### src/design/rvd_pkg.sv
`default_nettype none

package rvd_pkg;

    localparam int IN_W   = 32;
    localparam int DATA_W = 56;
    localparam int USER_W = 4;

    typedef enum logic [2:0] {
        FMT_R    = 3'd0,
        FMT_I    = 3'd1,
        FMT_S    = 3'd2,
        FMT_B    = 3'd3,
        FMT_U    = 3'd4,
        FMT_J    = 3'd5,
        FMT_NONE = 3'd6
    } t_fmt;

    typedef enum logic [5:0] {
        M_ADD, M_SUB, M_SLL, M_SLT, M_SLTU, M_XOR, M_SRL, M_SRA, M_OR, M_AND,
        M_JALR, M_LB, M_LH, M_LW, M_LBU, M_LHU,
        M_ADDI, M_SLLI, M_SLTI, M_SLTIU, M_XORI, M_SRLI, M_SRAI, M_ORI, M_ANDI,
        M_FENCE, M_FENCE_I, M_ECALL, M_EBREAK,
        M_CSRRW, M_CSRRS, M_CSRRC, M_CSRRWI, M_CSRRSI, M_CSRRCI,
        M_SB, M_SH, M_SW,
        M_BEQ, M_BNE, M_BLT, M_BGE, M_BLTU, M_BGEU,
        M_LUI, M_AUIPC, M_JAL
    } t_mnem;

    localparam logic [6:0] OP_LUI    = 7'h37;
    localparam logic [6:0] OP_AUIPC  = 7'h17;
    localparam logic [6:0] OP_JAL    = 7'h6f;
    localparam logic [6:0] OP_JALR   = 7'h67;
    localparam logic [6:0] OP_BRANCH = 7'h63;
    localparam logic [6:0] OP_LOAD   = 7'h03;
    localparam logic [6:0] OP_STORE  = 7'h23;
    localparam logic [6:0] OP_IMM    = 7'h13;
    localparam logic [6:0] OP_REG    = 7'h33;
    localparam logic [6:0] OP_FENCE  = 7'h0f;
    localparam logic [6:0] OP_SYSTEM = 7'h73;

    localparam logic [2:0] F3_ADDSUB  = 3'd0;
    localparam logic [2:0] F3_SHR     = 3'd5;
    localparam logic [2:0] F3_PRIV    = 3'd0;
    localparam logic [2:0] F3_FENCE   = 3'd0;
    localparam logic [2:0] F3_FENCE_I = 3'd1;

    // funct3-indexed tables; an entry whose bit in the *_OK mask is clear is unused
    localparam t_mnem R_TAB [8] = '{M_ADD, M_SLL, M_SLT, M_SLTU, M_XOR, M_SRL, M_OR, M_AND};
    localparam t_mnem I_TAB [8] = '{M_ADDI, M_SLLI, M_SLTI, M_SLTIU, M_XORI, M_SRLI,
                                    M_ORI, M_ANDI};
    localparam t_mnem L_TAB [8] = '{M_LB, M_LH, M_LW, M_ADD, M_LBU, M_LHU, M_ADD, M_ADD};
    localparam t_mnem C_TAB [8] = '{M_ECALL, M_CSRRW, M_CSRRS, M_CSRRC, M_ADD,
                                    M_CSRRWI, M_CSRRSI, M_CSRRCI};
    localparam t_mnem S_TAB [8] = '{M_SB, M_SH, M_SW, M_ADD, M_ADD, M_ADD, M_ADD, M_ADD};
    localparam t_mnem B_TAB [8] = '{M_BEQ, M_BNE, M_ADD, M_ADD, M_BLT, M_BGE, M_BLTU,
                                    M_BGEU};
    localparam logic [7:0] L_OK = 8'b0011_0111;
    localparam logic [7:0] C_OK = 8'b1110_1111;
    localparam logic [7:0] S_OK = 8'b0000_0111;
    localparam logic [7:0] B_OK = 8'b1111_0011;

    typedef struct packed {
        logic         known;
        t_mnem        mnemonic;
        t_fmt         insn_format;
        logic [4:0]   first_reg;
        logic [4:0]   second_reg;
        logic [20:0]  second_imm;
        logic [4:0]   third_reg;
        logic [12:0]  third_imm;
    } t_dec_result;

endpackage

`default_nettype wire

### src/design/rvd_decode.sv
`default_nettype none

module rvd_decode
    import rvd_pkg::*;
(
    input  wire logic [IN_W-1:0] i_insn_word,
    output t_dec_result          o_result
);

    logic [6:0] op;
    logic [2:0] f3;
    logic       f7nz;
    logic       rs2nz;
    logic [4:0] rd;
    logic [4:0] rs1;
    logic [4:0] rs2;
    logic       sgn;
    t_fmt       fmt;
    t_mnem      mn;
    logic       ok;

    assign op    = i_insn_word[6:0];
    assign f3    = i_insn_word[14:12];
    assign f7nz  = |i_insn_word[31:25];
    assign rs2nz = |i_insn_word[24:20];
    assign rd    = i_insn_word[11:7];
    assign rs1   = i_insn_word[19:15];
    assign rs2   = i_insn_word[24:20];
    assign sgn   = i_insn_word[31];

    always_comb begin
        unique case (op) inside
            OP_LUI, OP_AUIPC: fmt = FMT_U;
            OP_JAL: fmt = FMT_J;
            OP_JALR, OP_LOAD, OP_IMM, OP_FENCE, OP_SYSTEM: fmt = FMT_I;
            OP_BRANCH: fmt = FMT_B;
            OP_STORE: fmt = FMT_S;
            OP_REG: fmt = FMT_R;
            default: fmt = FMT_NONE;
        endcase
    end

    always_comb begin
        mn = M_ADD;
        ok = 1'b1;
        unique case (op)
            OP_REG: begin
                if ((f3 == F3_ADDSUB) && f7nz) begin
                    mn = M_SUB;
                end else if ((f3 == F3_SHR) && f7nz) begin
                    mn = M_SRA;
                end else begin
                    mn = R_TAB[f3];
                end
            end
            OP_JALR: mn = M_JALR;
            OP_LOAD: begin
                mn = L_TAB[f3];
                ok = L_OK[f3];
            end
            OP_IMM: begin
                mn = ((f3 == F3_SHR) && f7nz) ? M_SRAI : I_TAB[f3];
            end
            OP_FENCE: begin
                if (f3 == F3_FENCE) begin
                    mn = M_FENCE;
                end else if (f3 == F3_FENCE_I) begin
                    mn = M_FENCE_I;
                end else begin
                    ok = 1'b0;
                end
            end
            OP_SYSTEM: begin
                // any nonzero rs2 field reads as ebreak
                if (f3 == F3_PRIV) begin
                    mn = rs2nz ? M_EBREAK : M_ECALL;
                end else begin
                    mn = C_TAB[f3];
                    ok = C_OK[f3];
                end
            end
            OP_STORE: begin
                mn = S_TAB[f3];
                ok = S_OK[f3];
            end
            OP_BRANCH: begin
                mn = B_TAB[f3];
                ok = B_OK[f3];
            end
            OP_LUI:   mn = M_LUI;
            OP_AUIPC: mn = M_AUIPC;
            OP_JAL:   mn = M_JAL;
            default:  ok = 1'b0;
        endcase
    end

    always_comb begin
        o_result             = '0;
        o_result.known       = ok;
        o_result.mnemonic    = ok ? mn : M_ADD;
        o_result.insn_format = fmt;
        unique case (fmt)
            FMT_R: begin
                o_result.first_reg  = rd;
                o_result.second_reg = rs1;
                o_result.third_reg  = rs2;
            end
            FMT_I: begin
                o_result.first_reg  = rd;
                o_result.second_reg = rs1;
                o_result.third_imm  = {sgn, i_insn_word[31:20]};
            end
            FMT_S: begin
                o_result.first_reg  = rs2;
                o_result.second_reg = rs1;
                o_result.third_imm  = {sgn, i_insn_word[31:25], i_insn_word[11:7]};
            end
            FMT_B: begin
                o_result.first_reg  = rs1;
                o_result.second_reg = rs2;
                o_result.third_imm  = {sgn, i_insn_word[7], i_insn_word[30:25],
                                       i_insn_word[11:8], 1'b0};
            end
            FMT_U: begin
                o_result.first_reg  = rd;
                o_result.second_imm = {1'b0, i_insn_word[31:12]};
            end
            FMT_J: begin
                o_result.first_reg  = rd;
                o_result.second_imm = {sgn, i_insn_word[19:12], i_insn_word[20],
                                       i_insn_word[30:21], 1'b0};
            end
            default: begin
                o_result.known    = 1'b0;
                o_result.mnemonic = M_ADD;
            end
        endcase
    end

endmodule

`default_nettype wire

### src/design/rv32i_instruction_decoder_core.sv
`default_nettype none

// RV32I instruction decoder. Takes one instruction word per cycle on s_axis
// while s_axis_tready is high and returns one decoded item per word on m_axis,
// in order. An item passes an input register and a result register; sustained
// rate one item per cycle while m_axis_tready is high, set by the single decode
// pass between the two registers. While a result waits on a stalled m_axis_tready
// the input register takes one more item, then s_axis_tready stays low until
// m_axis moves; s_axis_tready follows m_axis_tready combinationally.
module rv32i_instruction_decoder_core
    import rvd_pkg::*;
(
    input  wire logic              i_clk,
    input  wire logic              i_rst_n,
    input  wire logic              s_axis_tvalid,
    output logic                   s_axis_tready,
    input  wire logic [IN_W-1:0]   s_axis_tdata,   // [31:0] insn_word
    output logic                   m_axis_tvalid,
    input  wire logic              m_axis_tready,
    // [5:0] mnemonic, [10:6] first_reg, [15:11] second_reg, [36:16] second_imm,
    // [41:37] third_reg, [54:42] third_imm, [55] zero
    output logic [DATA_W-1:0]      m_axis_tdata,
    output logic [USER_W-1:0]      m_axis_tuser    // [0] known, [3:1] insn_format
);

    logic              r_in_valid;
    logic [IN_W-1:0]   r_in_word;
    logic              r_out_valid;
    t_dec_result       r_out;
    t_dec_result       dec;
    logic              out_load;

    assign out_load      = !r_out_valid || m_axis_tready;
    assign s_axis_tready = !r_in_valid || out_load;

    rvd_decode u_decode (
        .i_insn_word (r_in_word),
        .o_result    (dec)
    );

    always_ff @(posedge i_clk) begin
        if (!i_rst_n) begin
            r_in_valid  <= 1'b0;
            r_out_valid <= 1'b0;
        end else begin
            if (s_axis_tready) begin
                r_in_valid <= s_axis_tvalid;
            end
            if (out_load) begin
                r_out_valid <= r_in_valid;
            end
        end
    end

    always_ff @(posedge i_clk) begin
        if (s_axis_tready && s_axis_tvalid) begin
            r_in_word <= s_axis_tdata;
        end
        if (out_load && r_in_valid) begin
            r_out <= dec;
        end
    end

    assign m_axis_tvalid = r_out_valid;
    assign m_axis_tdata  = {1'b0, r_out.third_imm, r_out.third_reg, r_out.second_imm,
                            r_out.second_reg, r_out.first_reg, r_out.mnemonic};
    assign m_axis_tuser  = {r_out.insn_format, r_out.known};

endmodule

`default_nettype wire
### config.mk
export PLATFORM = sky130hd
export DESIGN_NAME = rv32i_instruction_decoder_core
export DESIGN_NICKNAME = d
export VERILOG_FILES = /design/src/design/rvd_pkg.sv /design/src/design/rvd_decode.sv /design/src/design/rv32i_instruction_decoder_core.sv
export SDC_FILE = /design/constraint.sdc
export NUM_CORES = 1
export LEC_CHECK = 0
export ABC_AREA = 1
export BUFFER_PORTS_ARGS = -buffer_cell sky130_fd_sc_hd__clkbuf_2
export CAP_MARGIN = 30
export CORE_ASPECT_RATIO = 0.7
export CORE_MARGIN = 2
export CORE_UTILIZATION = 30
export DETAILED_ROUTE_END_ITERATION = 6
export GPL_TIMING_DRIVEN = 0
export HOLD_SLACK_MARGIN = 0.1
export MAX_ROUTING_LAYER = met4
export PLACE_DENSITY_LB_ADDON = 0.08
export SETUP_SLACK_MARGIN = 0.3
export SLEW_MARGIN = 25
export SYNTH_ARGS = -nofsm -noshare
export SYNTH_HDL_FRONTEND = slang
export SYNTH_SLANG_ARGS = --single-unit
export TNS_END_PERCENT = 5
### constraint.sdc
create_clock -name i_clk -period 10.6 [get_ports i_clk]
set_clock_uncertainty 0.1 [all_clocks]
set_input_delay 1.59 -clock i_clk [delete_from_list [all_inputs] [get_ports i_clk]]
set_output_delay 1.59 -clock i_clk [all_outputs]
set_load 0.03 [all_outputs]
# --- After elaboration in Yosys (flattened, before gate mapping) ---
# Memories as Yosys holds them, arrays and structs flattened. A register that Yosys moved wholly into a read port is not among the register bits.
# Index checks and enable logic that the tools add are counted.
totals:
  ff_bits: 93
  latch_bits: 0
  ramBits: 0
  rom_bits: 320
  output_inout_bits: 62
  wordCells: 98
  mem_count: 10
memory_table:
  columns: ["memory", "words", "word_bits", "rd", "rd_ports_with_merged_regs", "wr", "line_no", "rtl"]
  rows:
  - ["(name not given)", 8, 6, 1, 0, 0, "rvd_decode.sv:53", "mn = R_TAB[f3];"]
  - ["(name not given)", 8, 6, 1, 0, 0, "rvd_decode.sv:58", "mn = L_TAB[f3];"]
  - ["(name not given)", 8, 6, 1, 0, 0, "rvd_decode.sv:87", "mn = B_TAB[f3];"]
  - ["(name not given)", 8, 6, 1, 0, 0, "rvd_decode.sv:62", "mn = ((f3 == F3_SHR) && f7nz) ? M_SRAI : I_TAB[f3];"]
  - ["(name not given)", 8, 6, 1, 0, 0, "rvd_decode.sv:78", "mn = C_TAB[f3];"]
  - ["(name not given)", 8, 6, 1, 0, 0, "rvd_decode.sv:83", "mn = S_TAB[f3];"]
  - ["+4 memories", null, null, null, null, null, null, null]
classes:
  add_sub_neg: 0
  mul: 0
  div_mod_pow: 0
  order_cmp: 2
  eq_ne: 18
  shift: 0
  n_mux: 37
  n_bitwise: 1
  n_reduce_logical: 19
ops:
  columns: ["cell", "n"]
  rows:
  - ["$mux 6", 17]
  - ["$pmux 6 s11", 1]
  - ["$pmux 21 s2", 1]
  - ["$pmux 13 s3", 1]
  - ["$eq 7x7->1 const B", 4]
  - ["$eq 7x6->1 const B", 3]
  - ["$pmux 3 s6", 1]
  - ["$mux 3", 5]
  - ["$pmux 5 s3", 1]
  - ["$eq 7x5->1 const B", 2]
  - ["$reduce_or 6->1", 2]
  - ["$pmux 5 s2", 1]
  - ["$reduce_or 5->1", 2]
  - ["$eq 3x3->1 const B", 3]
  - ["$eq 7x2->1 const B", 1]
  - ["$eq 7x4->1 const B", 1]
  - ["$mux 1", 7]
  - ["$reduce_or 7->1", 1]
  - ["$eq 3x1->1 const B", 2]
  - ["$eq 3x2->1 const B", 2]
  - ["$logic_not 3->1", 2]
  - ["$pmux 1 s6", 1]
  - ["$mux 5", 1]
  - ["$ge 4x4->1 const B", 1]
  - ["other kinds (9)", 14]

# --- Logic depth before layout (Yosys ltp) ---
depth:
  word_depth: 7
  depth_mapped: 12
  mapped_depth_nobuf: 12

# --- By module ---
# A second synthesis with hierarchy kept.
hier_totals:
  cells_unflattened: 395
  hier_area_um2: 4315.4
modules_own_cells:
  columns: ["module", "instances", "cells_per_inst", "area_per_inst_um2", "seq_area_each_um2"]
  rows:
  - ["rv32i_instruction_decoder_core", 1, 106, 2839.0, 2772.7]
  - ["rvd_decode", 1, 289, 1476.4, 0.0]

# --- Worst setup path before layout ---
# Ideal clock, no wire load.
synth_path:
  path_kind: "input to register"
  startpoint: "input port m_axis_tready"
  endpoint: "register r_out (netlist bit m_axis_tdata[0]), enable pin"
  setup_ns: 0.495
  t_arrival_ns: 4.504
  required_time_ns: 10.005
  setup_slack_ns: 5.501
  stages: 2
  path_buffers: 0
  cell_sequence: "inv_1 -> a21oi_1"
synth_between:
  elab_chain_cells: 2
synth_rtl:
  columns: ["element", "line_no", "rtl"]
  rows:
  - ["start: declaration", "rv32i_instruction_decoder_core.sv:19", "input wire logic m_axis_tready,"]
  - ["$logic_or 1x1->1", "rv32i_instruction_decoder_core.sv:33", "assign out_load = !r_out_valid || m_axis_tready;"]
  - ["$logic_and 1x1->1", "rv32i_instruction_decoder_core.sv:59", "if (out_load && r_in_valid) begin"]
  - ["end signal: assignment", "rv32i_instruction_decoder_core.sv:60", "r_out <= dec;"]
  - ["end: declaration", "rv32i_instruction_decoder_core.sv:29", "t_dec_result r_out;"]
# No other way between the ends.
# A chain may end at the register's enable or synchronous reset.

# --- Final worst setup path ---
layout_path:
  startpoint: "input port m_axis_tready"
  endpoint: "output port s_axis_tready"
layout_between:
  elab_chain_cells: 2
layout_rtl:
  columns: ["element", "line_no", "rtl"]
  rows:
  - ["$logic_or 1x1->1", "rv32i_instruction_decoder_core.sv:33", null]
  - ["$logic_or 1x1->1", "rv32i_instruction_decoder_core.sv:34", "assign s_axis_tready = !r_in_valid || out_load;"]
  - ["end: declaration", "rv32i_instruction_decoder_core.sv:16", "output logic s_axis_tready,"]
# No other way between the ends.

==> results.md <==
* Status: finished, final reports clean
* WL met2 at 5050 um
* Routed via count at 3,376
* Critical path arrival at 2.11 ns
* Overall die width at 150 um
* Mux share of post-synthesis cell area at 0
* Layout cells sized above 1 at 0.267
* DR top layer: met4
* Worst-Skew Late Latency at 0.35 ns
* Top cells by count, synth: nand2_1 (112), edfxtp_1 (91), nor2_1 (55)
* Residual DRC at 0
* Seq/Total Area, Yosys at 0.640
* Post-cts resize count at 0
* Clk network pwr share at 0.399
* Rel. slew slack at 0.497
* Critical path class: in2out
* Largest net degree at the start of global routing at 35
* RSZ-0062 raised after global routing: no
* Longest Clk Path Bufs at 2
* Vias in the first global route at 3,283
* I/O pin count at 98
* Maximum vdd drop at 0.0000726 V
* Largest family of logic cells by synthesized area: simple AND/OR/NAND/NOR gates
* Final period util at 0.359
* Mapped Nets at 484
* Slew @ Worst Pin at 0.754 ns
* Achievable Freq at 0.263 GHz
* Leakage at 2.61 nW
* Synth Warn # at 0
* Initial Utilization at 0.305
* P per Cell Area at 155 nW/um^2
* Async set-reset flop share out of synthesis at 0
* Full die area at 15,900 um^2
* DIE HEIGHT at 106 um
* Post-Synth XOR/XNOR Area at 0
* Post-synth top area cell: edfxtp_1
* Final setup viols at 0
* Cell Int Power at 0.000649 W
* CTS sink count at 97
* First-pass GRT wire length at 18,300 um
* Critical path startpoint category: primary input
* CTS buffer count at 9
* Net Sw Frac at 0.253
* Synth top area cells: edfxtp_1 (61%), nand2_1 (9.4%), nor2_1 (4.6%), nand3_1 (4.3%), inv_1 (4.2%)
* Routed length on met1 at 5950 um
* Congestion Overflow GR at 0
* DR pass1 iterations at 4
* Req. time, crit path at 8.91 ns
* Max Cap Viol at 0
* Cell Area, Synth at 4460 um^2
* Post-synthesis compound-gate area fraction at 0.0539
* Synthesis-to-finish area growth at 25.5%
* Net count, final at 594
* Post-CTS Setup Bufs at 0
* EDFF count, synth at 91
* Row count at 37
* Detail Route Antenna Nets at 0
* PortBufs at 96
* Top-area cell type share of the netlist area at 0.613
* Crit-path max FO at 3
* Post-CTS Hold Fix Bufs at 0
* Post-synthesis adder-cell area fraction at 0.0224
* GRT Total Usage at 0.161
* Combinational power share at 0.090
* Mean area per synthesized cell at 10.1 um^2
* Cell count after synthesis at 440
* Kind of end point of the critical path: output pin
* GPL Wtd Cong at 0.857
* Setup TNS at 0 ns
* Via density at 4.50
* Fin Hold WS at 0.427 ns
* Post-synthesis cell type count at 28
* Most common cell in the netlist: nand2_1
* Drt wl/cell at 15.9 um
* Iteration-0 DRC Markers at 192
* Placeable Area at 14,600 um^2
* DP Wirelength at 9180 um
* Worst hold path class: reg2reg
* Net Sw Power at 0.000220 W
* #FFs+latches synth at 97
* Clock slew at reported path FFs at 0.07 ns
* Synth Area in Simple Gates at 0.224
* Min Tclk post-route at 3.80 ns
* Final hold vios at 0
* CTS root buffer: clkbuf_16
* Reg power frac at 0.511
* H-tree Lvls at 3
* Total wire length at 11,900 um
* Slew Viols, Final at 0
* Diode count at 0
* CTS tree: done
* Top FF cell, synth: edfxtp_1
* Metal3 WL at 720 um
* Initial antenna violation count at 0
## sequential cells by signal (all words and copies together), names as in the netlist, named ones only
name and count:
r_in_word 32, m_axis_tvalid 1, m_axis_tuser 4, m_axis_tdata 55, r_in_valid 1
## power by group through the flow
stage / Clock (W) / Combinational, W / Sequential, W
final: 0.000347 / 0.0000782 / 0.000444
after CTS: 0.000359 / 0.0000797 / 0.000445
after detailed placement: 0 / 0.0000794 / 0.000453
after global routing: 0.000370 / 0.0000870 / 0.000446
after global placement: 0 / 0.0000743 / 0.000455
after floorplan: 0 / 0.0000341 / 0.000465
## per-layer routing
layer / vias up / GRT usage
li1: 1700 / -
met1: 1563 / 0.231
met2: 99 / 0.228
met3: 14 / 0.0356
met4: 0 / 0.0478
met5: - / -
## stage by stage
stage / worst slack, ns / utilization / instances / area (um^2) / total power [W]
after floorplan: 5.50 / - / 440 / 4460 / 0.000500
after global placement: 4.02 / 0.354 / 731 / 5180 / 0.000530
after detailed placement: 6.78 / 0.361 / 734 / 5280 / 0.000533
after CTS: 6.78 / 0.383 / 750 / 5600 / 0.000883
after global routing: 6.72 / 0.383 / 750 / 5600 / 0.000903
final: 6.80 / 0.383 / 750 / 5600 / 0.000869
## cells in the final DEF, fill, tap and decap left out, drive strengths merged, types with 8 or more instances in the layout
| cell type | count |
|---|---|
| o21ai | 9 |
| clkbuf | 107 |
| o22ai | 24 |
| ha | 8 |
| nand3 | 41 |
| inv | 60 |
| edfxtp | 91 |
| buf | 10 |
| nor2 | 61 |
| nand2 | 119 |
## critical path: stages
cell and delay [ns]:
clkbuf_2 0.08, inv_1 0.11, nand3_1 0.13, clkbuf_2 0.21
## final cells by class
type,instances,area (um^2)
Buffer,9,53.8
Clock buffer,9,225
Clock inverter,7,92.6
Fill cell,1543,9030
Inverter,56,210
Multi-Input combinational cell,278,1360
Sequential cell,97,2850
Tap cell,195,244
Timing Repair Buffer,99,563
## worst paths after layout
path,end,slack (ns),depth (start not counted),from
worst max-delay path,s_axis_tready,6.80,4,m_axis_tready
worst min-delay path,m_axis_tvalid$_SDFFE_PN0P_,0.43,2,m_axis_tvalid$_SDFFE_PN0P_
worst max register to register,m_axis_tdata[1]$_SDFFCE_PN0P_,8.05,9,r_in_word[13]$_DFFE_PP_
worst min register to register,m_axis_tvalid$_SDFFE_PN0P_,0.43,2,m_axis_tvalid$_SDFFE_PN0P_
## logic make-up after synthesis
group / after synthesis
AO/OA/AOI/OAI: 41
adder cells (fa/ha/maj): 8
buffers and inverters: 65
flip-flops: 97
other: 1
AND/OR/NAND/NOR: 228
(Power assumes the default switching activity.)
